--- src/hw/rtl/mskf_pkg.sv ---
// mskf_pkg: shared types and constants for the multichannel scalar kalman filter
// state and operation encodings, register indexes and reset values
// no dependencies
package mskf_pkg;

	typedef enum logic [2:0] {
		ST_IDLE,
		ST_LOAD,
		ST_MUL,
		ST_POST,
		ST_DIVINIT,
		ST_DIV,
		ST_KSET,
		ST_WB
	} mskf_state_t;

	typedef enum logic [2:0] {
		OP_PH,
		OP_NH,
		OP_HX,
		OP_KE,
		OP_KH,
		OP_GP
	} mskf_op_t;

	localparam logic [1:0] REG_R_IDX = 2'd0;
	localparam logic [1:0] REG_Q_IDX = 2'd1;
	localparam logic [1:0] REG_H_IDX = 2'd2;

	localparam logic [31:0] R_RESET = 32'd2621440;
	localparam logic [31:0] Q_RESET = 32'd655360;
	localparam logic [31:0] H_RESET = 32'd65536;

	localparam logic [3:0] MUL_LAST = 4'd8;
	localparam logic [4:0] DIV_LAST = 5'd31;

endpackage

--- src/hw/rtl/multichannel_scalar_kalman_filter_top.sv ---
// multichannel scalar kalman filter, one channel update per input transfer
// radix-16 shift-add multiplier shared by all six multiplies, radix-2 divider for the gain
// depends on mskf_pkg
//
// steps: load, multiplies PH, NH and HX, the 32-step quotient loop, then multiplies
// KE, KH and GP; the loop is skipped if the denominator is zero or the quotient
// saturates; new inputs stall until writeback, out-of-range channels skip to it
// reset: config registers load R=40, Q=10, H=1.0, every channel reads as zero
module multichannel_scalar_kalman_filter_top
	import mskf_pkg::*;
#(
	parameter int CHANNELS = 16
) (
	input  logic               clk,
	input  logic               arst_n,
	input  logic               psel,
	input  logic               penable,
	input  logic               pwrite,
	input  logic [3:0]         paddr,
	input  logic [31:0]        pwdata,
	output logic [31:0]        prdata,
	output logic               pready,
	input  logic               in_valid,
	output logic               in_stall,
	input  logic [3:0]         channel,
	input  logic signed [31:0] measurement,
	output logic               out_valid,
	input  logic               out_stall,
	output logic [3:0]         channel_out,
	output logic signed [31:0] estimate
);

	localparam int IDX_W    = (CHANNELS > 1) ? $clog2(CHANNELS) : 1;
	localparam int CH_EXT_W = (IDX_W > 4) ? IDX_W : 4;

	function automatic logic [31:0] sat_s32(input logic [59:0] v);
		logic [31:0] r;
		if ((v[59:31] == '0) || (v[59:31] == '1)) begin
			r = v[31:0];
		end else begin
			r = v[59] ? 32'h8000_0000 : 32'h7fff_ffff;
		end
		return r;
	endfunction

	mskf_state_t state_q, state_d;
	mskf_op_t    op_q;
	logic [3:0]  mcnt_q;
	logic [4:0]  dcnt_q;

	logic [31:0] measurement_noise_q;
	logic [31:0] process_noise_q;
	logic [31:0] measurement_gain_q;

	logic [63:0] mem [CHANNELS];
	logic [CHANNELS-1:0] vld_q;
	logic [63:0] rd_q;
	logic        rd_vld_q;

	logic [3:0]  channel_q;
	logic [31:0] z_q;
	logic        ch_ok_q;
	logic [31:0] x_q;
	logic [31:0] p_q;
	logic [31:0] num_q;
	logic [48:0] den_q;
	logic [31:0] hx_q;
	logic [31:0] e_q;
	logic [31:0] k_q;
	logic [31:0] xn_q;
	logic [31:0] pn_q;
	logic [48:0] rem_q;
	logic [31:0] quo_q;

	logic [31:0]        ma_q;
	logic [35:0]        mb_q;
	logic signed [37:0] mhi_q;
	logic [35:0]        mlo_q;

	logic               out_valid_q;
	logic [3:0]         chan_out_q;
	logic [31:0]        est_out_q;

	logic [CH_EXT_W-1:0] ch_in_ext, ch_q_ext;
	logic [IDX_W-1:0]    rd_idx, wr_idx;
	logic                ch_in_ok;
	logic                in_xfer;
	logic                out_free;
	logic                wb_fire;
	logic                mem_we;
	logic                cfg_we;

	logic               mlast;
	logic [3:0]         mdig;
	logic signed [37:0] pp;
	logic signed [37:0] msum;
	logic [57:0]        prodsh;

	logic [31:0] x_ld, p_ld;
	logic [31:0] num_w;
	logic [48:0] den_w;
	logic [47:0] kh_w;
	logic [16:0] g_w;
	logic [33:0] pn_sum;
	logic [31:0] pn_w;
	logic [32:0] ediff;
	logic [58:0] xsum;
	logic        div_zero, div_sat;
	logic [50:0] trial;

	// configuration port
	assign pready = 1'b1;
	assign cfg_we = psel && penable && pwrite && pready;

	always_ff @(posedge clk or negedge arst_n) begin
		if (!arst_n) begin
			measurement_noise_q <= R_RESET;
			process_noise_q     <= Q_RESET;
			measurement_gain_q  <= H_RESET;
		end else if (cfg_we) begin
			case (paddr[3:2])
				REG_R_IDX: measurement_noise_q <= pwdata;
				REG_Q_IDX: process_noise_q     <= pwdata;
				REG_H_IDX: measurement_gain_q  <= pwdata;
				default: ;
			endcase
		end
	end

	always_comb begin
		case (paddr[3:2])
			REG_R_IDX: prdata = measurement_noise_q;
			REG_Q_IDX: prdata = process_noise_q;
			REG_H_IDX: prdata = measurement_gain_q;
			default:   prdata = '0;
		endcase
	end

	// channel decode
	assign ch_in_ext = CH_EXT_W'(channel);
	assign ch_q_ext  = CH_EXT_W'(channel_q);
	assign rd_idx    = ch_in_ext[IDX_W-1:0];
	assign wr_idx    = ch_q_ext[IDX_W-1:0];
	assign ch_in_ok  = ({28'b0, channel} < 32'(CHANNELS));

	assign in_stall = (state_q != ST_IDLE);
	assign in_xfer  = in_valid && !in_stall;
	assign out_free = !out_valid_q || !out_stall;
	assign wb_fire  = (state_q == ST_WB) && out_free;
	assign mem_we   = wb_fire && ch_ok_q;

	// multiplier digit step
	assign mdig   = mb_q[3:0];
	assign mlast  = (mcnt_q == MUL_LAST);
	assign pp     = $signed({6'b0, ma_q}) * $signed({{34{mlast & mdig[3]}}, mdig});
	assign msum   = mhi_q + pp;
	assign prodsh = {mhi_q, mlo_q[35:16]};

	// result shaping
	assign x_ld   = rd_vld_q ? rd_q[63:32] : '0;
	assign p_ld   = rd_vld_q ? rd_q[31:0] : '0;
	assign num_w  = (prodsh[57:32] != '0) ? 32'hffff_ffff : prodsh[31:0];
	assign den_w  = {1'b0, prodsh[47:0]} + {17'b0, measurement_noise_q};
	assign kh_w   = prodsh[47:0];
	assign g_w    = (kh_w > 48'd65536) ? 17'd0 : 17'(48'd65536 - kh_w);
	assign pn_sum = {1'b0, prodsh[32:0]} + {2'b0, process_noise_q};
	assign pn_w   = (pn_sum[33:32] != 2'b00) ? 32'hffff_ffff : pn_sum[31:0];
	assign ediff  = {z_q[31], z_q} - {hx_q[31], hx_q};
	assign xsum   = {{27{x_q[31]}}, x_q} + {prodsh[57], prodsh};

	// divider
	assign div_zero = (den_q == '0);
	assign div_sat  = ({33'b0, num_q[31:16]} >= den_q);
	assign trial    = {1'b0, rem_q, quo_q[31]} - {2'b0, den_q};

	// state register and control
	always_ff @(posedge clk or negedge arst_n) begin
		if (!arst_n) begin
			state_q <= ST_IDLE;
		end else begin
			state_q <= state_d;
		end
	end

	always_comb begin
		state_d = state_q;
		case (state_q)
			ST_IDLE: begin
				if (in_valid) begin
					state_d = ch_in_ok ? ST_LOAD : ST_WB;
				end
			end
			ST_LOAD:    state_d = ST_MUL;
			ST_MUL: begin
				if (mlast) begin
					state_d = ST_POST;
				end
			end
			ST_POST: begin
				case (op_q)
					OP_HX:   state_d = ST_DIVINIT;
					OP_GP:   state_d = ST_WB;
					default: state_d = ST_MUL;
				endcase
			end
			ST_DIVINIT: state_d = (div_zero || div_sat) ? ST_KSET : ST_DIV;
			ST_DIV: begin
				if (dcnt_q == DIV_LAST) begin
					state_d = ST_KSET;
				end
			end
			ST_KSET:    state_d = ST_MUL;
			ST_WB: begin
				if (out_free) begin
					state_d = ST_IDLE;
				end
			end
			default:    state_d = ST_IDLE;
		endcase
	end

	always_ff @(posedge clk or negedge arst_n) begin
		if (!arst_n) begin
			op_q        <= OP_PH;
			mcnt_q      <= '0;
			dcnt_q      <= '0;
			out_valid_q <= 1'b0;
			vld_q       <= '0;
		end else begin
			mcnt_q <= (state_q == ST_MUL) ? mcnt_q + 4'd1 : 4'd0;
			dcnt_q <= (state_q == ST_DIV) ? dcnt_q + 5'd1 : 5'd0;
			if (state_q == ST_LOAD) begin
				op_q <= OP_PH;
			end else if (state_q == ST_KSET) begin
				op_q <= OP_KE;
			end else if (state_q == ST_POST) begin
				case (op_q)
					OP_PH:   op_q <= OP_NH;
					OP_NH:   op_q <= OP_HX;
					OP_KE:   op_q <= OP_KH;
					OP_KH:   op_q <= OP_GP;
					default: op_q <= op_q;
				endcase
			end
			if (wb_fire) begin
				out_valid_q <= 1'b1;
			end else if (!out_stall) begin
				out_valid_q <= 1'b0;
			end
			if (mem_we) begin
				vld_q[wr_idx] <= 1'b1;
			end
		end
	end

	// channel state memory
	always_ff @(posedge clk) begin
		if (mem_we) begin
			mem[wr_idx] <= {xn_q, pn_q};
		end
		if (in_xfer && ch_in_ok) begin
			rd_q     <= mem[rd_idx];
			rd_vld_q <= vld_q[rd_idx];
		end
	end

	// datapath
	always_ff @(posedge clk) begin
		case (state_q)
			ST_IDLE: begin
				if (in_xfer) begin
					channel_q <= channel;
					z_q       <= measurement;
					ch_ok_q   <= ch_in_ok;
				end
			end
			ST_LOAD: begin
				x_q   <= x_ld;
				p_q   <= p_ld;
				ma_q  <= measurement_gain_q;
				mb_q  <= {4'b0, p_ld};
				mhi_q <= '0;
			end
			ST_MUL: begin
				mhi_q <= msum >>> 4;
				mlo_q <= {msum[3:0], mlo_q[35:4]};
				mb_q  <= {{4{mb_q[35]}}, mb_q[35:4]};
			end
			ST_POST: begin
				case (op_q)
					OP_PH: begin
						num_q <= num_w;
						ma_q  <= measurement_gain_q;
						mb_q  <= {4'b0, num_w};
						mhi_q <= '0;
					end
					OP_NH: begin
						den_q <= den_w;
						ma_q  <= measurement_gain_q;
						mb_q  <= {{4{x_q[31]}}, x_q};
						mhi_q <= '0;
					end
					OP_HX: begin
						hx_q <= sat_s32({{2{prodsh[57]}}, prodsh});
					end
					OP_KE: begin
						xn_q  <= sat_s32({xsum[58], xsum});
						ma_q  <= k_q;
						mb_q  <= {4'b0, measurement_gain_q};
						mhi_q <= '0;
					end
					OP_KH: begin
						ma_q  <= p_q;
						mb_q  <= {19'b0, g_w};
						mhi_q <= '0;
					end
					OP_GP: begin
						pn_q <= pn_w;
					end
					default: ;
				endcase
			end
			ST_DIVINIT: begin
				e_q   <= sat_s32({{27{ediff[32]}}, ediff});
				rem_q <= {33'b0, num_q[31:16]};
				if (div_zero) begin
					quo_q <= '0;
				end else if (div_sat) begin
					quo_q <= '1;
				end else begin
					quo_q <= {num_q[15:0], 16'b0};
				end
			end
			ST_DIV: begin
				if (!trial[50]) begin
					rem_q <= trial[48:0];
				end else begin
					rem_q <= {rem_q[47:0], quo_q[31]};
				end
				quo_q <= {quo_q[30:0], !trial[50]};
			end
			ST_KSET: begin
				k_q   <= quo_q;
				ma_q  <= quo_q;
				mb_q  <= {{4{e_q[31]}}, e_q};
				mhi_q <= '0;
			end
			ST_WB: begin
				if (out_free) begin
					chan_out_q <= channel_q;
					est_out_q  <= ch_ok_q ? xn_q : 32'd0;
				end
			end
			default: ;
		endcase
	end

	assign out_valid   = out_valid_q;
	assign channel_out = chan_out_q;
	assign estimate    = est_out_q;

	// checks
	a_accept_blocks: assert property (@(posedge clk) disable iff (!arst_n)
		in_xfer |=> in_stall)
		else $error("input transfer not followed by stall");

	a_rem_below_den: assert property (@(posedge clk) disable iff (!arst_n)
		(state_q == ST_DIV) |-> (rem_q < den_q))
		else $error("divider remainder not below denominator");

	a_cov_floor: assert property (@(posedge clk) disable iff (!arst_n)
		(wb_fire && ch_ok_q) |-> (pn_q >= process_noise_q))
		else $error("covariance below process noise at writeback");

	a_post_after_mul: assert property (@(posedge clk) disable iff (!arst_n)
		(state_q == ST_POST) |-> ($past(state_q) == ST_MUL && $past(mcnt_q) == MUL_LAST))
		else $error("product used before all digits done");

endmodule
--- config.mk ---
export PLATFORM = sky130hd
export DESIGN_NAME = multichannel_scalar_kalman_filter_top
export DESIGN_NICKNAME = d
export VERILOG_FILES = /design/src/hw/rtl/mskf_pkg.sv /design/src/hw/rtl/multichannel_scalar_kalman_filter_top.sv
export SDC_FILE = /design/constraint.sdc
export NUM_CORES = 2
export LEC_CHECK = 0
export BUFFER_PORTS_ARGS = -buffer_cell sky130_fd_sc_hd__buf_2
export CAP_MARGIN = 25
export CORE_MARGIN = 3
export CORE_UTILIZATION = 45
export CTS_BUF_LIST = sky130_fd_sc_hd__clkbuf_4 sky130_fd_sc_hd__clkbuf_8 sky130_fd_sc_hd__clkbuf_16
export DETAILED_ROUTE_END_ITERATION = 10
export GPL_ROUTABILITY_DRIVEN = 0
export PLACE_DENSITY = 0.69
export SYNTH_ARGS = -nofsm -noshare
export SYNTH_HDL_FRONTEND = slang
export SYNTH_SLANG_ARGS = --single-unit
export TNS_END_PERCENT = 50
--- constraint.sdc ---
create_clock -name clk -period 22.2 [get_ports clk]
set_clock_uncertainty 0.1 [all_clocks]
set_input_delay 5.55 -clock clk [delete_from_list [all_inputs] [get_ports clk]]
set_output_delay 5.55 -clock clk [all_outputs]
set_load 0.05 [all_outputs]
=== Word-level counts from Yosys, hierarchy flattened ===
Memory sizes are Yosys's and may differ from the RTL's. A register that Yosys moved wholly into a read port is not among the register bits.
Index checks and enable logic that the tools add are counted.

* Register bits: 729
* Bits in writable memories: 1,024
* Bits of input ports: 79
* Output and inout port bits: 71
* Word-level logic and storage cells: 166
* Memories: 1

{| class="wikitable"
|+ Memories
! name !! depth !! width !! rd ports !! clocked after Yosys merged registers in !! wr ports !! line !! text
|-
| mem || 16 || 64 || 1 || 1 || 1 || multichannel_scalar_kalman_filter_top.sv:55 || <nowiki>logic [63:0] mem [CHANNELS];</nowiki>
|}

* Add/subtract/negate cells: 9
* Multiply operators: 1
* $lt $le $gt $ge: 5
* Equal/unequal tests: 27
* Multiplexer cells: 42
* Bitwise gates (word level): 3
* Reductions and logical operators: 48

{| class="wikitable"
|+ Operators with widths
! operator !! number
|-
| $mux 32 || 10
|-
| $pmux 32 s3 || 3
|-
| $pmux 36 s4 || 2
|-
| $pmux 38 s3 || 1
|-
| $pmux 49 s2 || 1
|-
| $eq 29x29->1 const B || 3
|-
| $logic_not 29->1 || 3
|-
| $pmux 32 s2 || 1
|-
| $add 32x58->59 || 1
|-
| $sub 50x49->51 || 1
|-
| $add 48x32->49 || 1
|-
| $ge 16x49->1 || 1
|-
| $logic_not 49->1 || 1
|-
| $mux 49 || 1
|-
| $gt 48x17->1 const B || 1
|-
| $add 38x38->38 || 1
|-
| $mul 33x5->38 || 1
|-
| $mux 38 || 1
|-
| $add 33x32->34 || 1
|-
| $sub 32x32->33 || 1
|-
| $reduce_and 2->1 || 14
|-
| $reduce_bool 26->1 || 1
|-
| $mux 3 || 7
|-
| $pmux 3 s7 || 1
|-
| 41 further kinds || 76
|}

=== Longest topological paths before layout ===
* Depth in word-level cells: 5
* Gate-level depth with buffers: 27
* Depth with buffers taken out: 26

=== Worst setup path after synthesis ===
No wires, ideal clock.

* Kind: input-to-output
* Start point: in paddr[2]
* End point: out prdata[11]
* Arrival time: 7.538 ns
* Data required time: 16.550 ns
* Slack: 9.012 ns
* Cell stages on the path: 4
* Path buffers: 2
* Cell sequence: clkbuf_1 buf_1 mux2i_1 o21ai_0

* Word-level cells in the longest chain between the ends: 2
* Elaborated cells on any way between the ends: 4
* Those cells by class: eq/ne (2); mux (1); reduce/logical (1)

{| class="wikitable"
|+ Ends and longest elaborated chain
! item !! line !! text
|-
| from (decl) || multichannel_scalar_kalman_filter_top.sv:19 || <nowiki>input logic [3:0] paddr,</nowiki>
|-
| $eq 2x2->1, or another cell as far along || multichannel_scalar_kalman_filter_top.sv:131 || <nowiki>case (paddr[3:2])</nowiki>
|-
| $pmux 32 s3 (*) || multichannel_scalar_kalman_filter_top.sv:131 ||
|-
| to (decl) || multichannel_scalar_kalman_filter_top.sv:21 || <nowiki>output logic [31:0] prdata,</nowiki>
|}

Every way passes the cells marked *; elsewhere a longest branch is shown, timed or not.

=== Worst setup path in the final report ===
* Start point: in paddr[3]
* End point: out prdata[6]

The elaborated chain is that of the path after synthesis.

==> results.cfg <==
[flow_run]
max_cap_violations = 0

[sta]
fmax_mhz = 73.6
rsz0062_at_grt = no
slew_violations = 0
setup_viol = 0
layout_min_cycle_time_ns = 13.58
fin_crit_sh_pct = 61.2
setup_tns_ns = 0
slew_headroom_pct = 22.6
hold_viol = 0
worst_pin_slew_ns = 1.13

[run_status]
status = completed

[power_and_ir_drop]
p_total_mw = 14.2
p_per_area_nw_per_um2 = 147
max-vdd-ir-drop_mv = 0.145
leakage_nw = 35.1

[synthesis]
ys_seq_elements = 1795
synth_top_area_cell = edfxtp_1
yosysUniqueCellTypes = 100
synthesis.area_um2 = 86700
synthArstFlopShare_pct = 7.13
synthCells = 5920
ys.flop_type = edfxtp_1
ys_seq_area_share_pct = 61.4
synthTopCellsByCount = 1,667 x edfxtp_1, 346 x inv_1, 325 x mux4_2
yosysTopAreaCellShare_pct = 57.7
synth_area_leaders = edfxtp_1 58%, mux4_2 8.4%, ha_1 4.3%
syn-num-nets = 6429
synth.most_common_cell = edfxtp_1
syn_area_per_cell_um2 = 14.7
yosys_warnings = 0
synth_enable_flop_cells = 1667

[global_routing]
grt_antenna_before_repair = 27
grt_use_total_pct = 25.1
grt-ovfl-total = 0
grt_pass1_vias = 52700
grt_pass1_wl_um = 362000
grt_max_degree = 90

[clock_tree]
clock_path_buffers = 3
path_clk_slew_ns = 0.06
htree_levels = 4
clk-insertion-delay-late_ns = 0.87
post_cts_resize_count = 0
hold_buffers = 0
cts.sinks = 1795
cts_made_buffers = 180
tritoncts = yes
cts_root_buf = clkbuf_16
post-cts-setup-buffers = 0

[layout]
fin_util_pct = 50.9
register_area_um2 = 53300
final_cells = 8802
final_layout_size_suffix_gt1_share_pct = 17.5
multi_input_area_um2 = 31400
fillCellCount = 15500
area_growth_pct = 12.0
num-nets-final = 6627

[route]
drc = 0
ant_nets = 0
wl_um = 251000
drt_pass1_iterations = 6
avgRoutedWirePerCell_um = 28.5
drtIter0Drc = 6408
viasPerCell = 6.11
vias = 53800

[min_path]
whs_path_depth = 1
hold_start = vld_q[6]$_DFFE_PN0P_
worstHoldPathType = flip-flop to flip-flop
worstHoldEndpoint = vld_q[6]$_DFFE_PN0P_

[setup_path]
crit_fanout = 36
critPathLaunchType = input port
cp-end-kind = output pin
path_cells = buf_2 > nor2b_2 > buf_4 > nand2_1 > o21ai_0 > buf_4 > buf_2
critPathArrivalTime_ns = 7.93
r2r_cells = 25
crit_slowest_cell = buf_2
r2r_slack_ns = 14.52
timing.rr.end = mhi_q[36]$_SDFFCE_PP0P_
r2r-start = mcnt_q[0]$_DFF_PN0_
max_stage_delay_ns = 0.67
critical_path_required_ns = 16.55
path_class = input port to output pin

[floorplanning]
die_h_um = 445
design.core.area_um2 = 191000
die_w_um = 445
initial_core_util_pct = 45.5
dieArea_um2 = 198000
ios = 150
rows = 160

[placement]
port_buffers = 146
place_inst = 8439
place_hpwl_um = 163000
==> worst max-delay path: cells and delay by family <==
kind | cells | cell delay, ns
AO/OA/AOI/OAI | 1 | 0.10
buffers and inverters | 4 | 1.65
AND/OR/NAND/NOR | 2 | 0.58
==> cell type report <==
class | instances | share of cell area, %
diodes | 19 | 0.0489
clock buffers | 227 | 5.09
clock inverters | 109 | 1.29
inverters | 347 | 1.34
multi-input cells | 3522 | 32.3
flip-flops and latches | 1795 | 54.8
well taps | 2511 | 3.23
repair buffers | 272 | 1.83
==> placed cells by master, fill, tap and decap left out, types with 23 or more instances in the layout <==
cell type / count
a211oi_1: 23
edfxtp_1: 1667
nand3_1: 61
fa_1: 132
clkinv_2: 26
clkbuf_16: 180
buf_4: 122
xnor2_1: 127
nor3_1: 52
o21bai_1: 32
mux2_2: 97
a31oi_1: 51
nand4_1: 33
and3_1: 31
a21oi_1: 308
dfrtp_1: 121
nor4_1: 26
o21ai_0: 242
or2_2: 23
a21o_1: 93
clkinv_1: 38
nand2b_1: 76
buf_2: 142
mux4_2: 325
and2_1: 198
mux2i_1: 121
nand2_1: 303
inv_1: 346
nor2_1: 283
clkbuf_4: 33
nor2b_1: 63
or3_1: 25
ha_1: 298
o22ai_1: 31
xor2_1: 82
o21a_1: 75
a221o_1: 35
==> metrics by stage <==
| stage | hold slack [ns] | setup WS (ns) | cell area [um^2] |
|---|---|---|---|
| floorplan | 0.333 | 9.01 | 86700 |
| global placement | 0.346 | 8.66 | 90700 |
| detailed placement | 0.348 | 8.67 | 90800 |
| CTS | 0.361 | 8.65 | 97000 |
| global route | 0.373 | 8.50 | 97100 |
| finish | 0.362 | 8.62 | 97100 |
==> power by group <==
part | switching (mW) | internal [mW]
registers | 0.396 | 4.36
logic | 3.95 | 2.38
clock network | 1.36 | 1.79
total | 5.71 | 8.52
==> worst max-delay path by stage <==
| stage | from | cells after the start | slack [ns] | to |
|---|---|---|---|---|
| after floorplan | paddr[2] | 4 | 9.01 | prdata[11] |
| after global placement | paddr[3] | 7 | 8.66 | prdata[6] |
| after detailed placement | paddr[3] | 7 | 8.67 | prdata[6] |
| after CTS | paddr[3] | 7 | 8.65 | prdata[6] |
| after global routing | paddr[3] | 7 | 8.50 | prdata[6] |
| final | paddr[3] | 7 | 8.62 | prdata[6] |
==> layer usage <==
metal | GRT usage [%] | routed length (um) | share of wire, %
met1 | 32.9 | 93300 | 37
met2 | 38.8 | 115000 | 46
met3 | 5.77 | 26000 | 10
met4 | 14.4 | 16600 | 6.6
met5 | 0 | 82 | 0.033
==> logic make-up after synthesis <==
kind of cell	synth area share [%]
other	0.00432
DFF	61.4
and+or+nand+nor	7.26
xor gates and xnor gates	2.11
AOI/OAI and AO/OA	8.07
muxes	11.1
buffers and inverters	2.68
adders and majority gates	7.35
==> sequential cells by signal (all words and copies together) (netlist names), 34 cells and up <==
register	cells
rem_q	49
mem	1024
mb_q	34
rd_q	64
den_q	49
mhi_q	34
(Power assumes the default switching activity.)
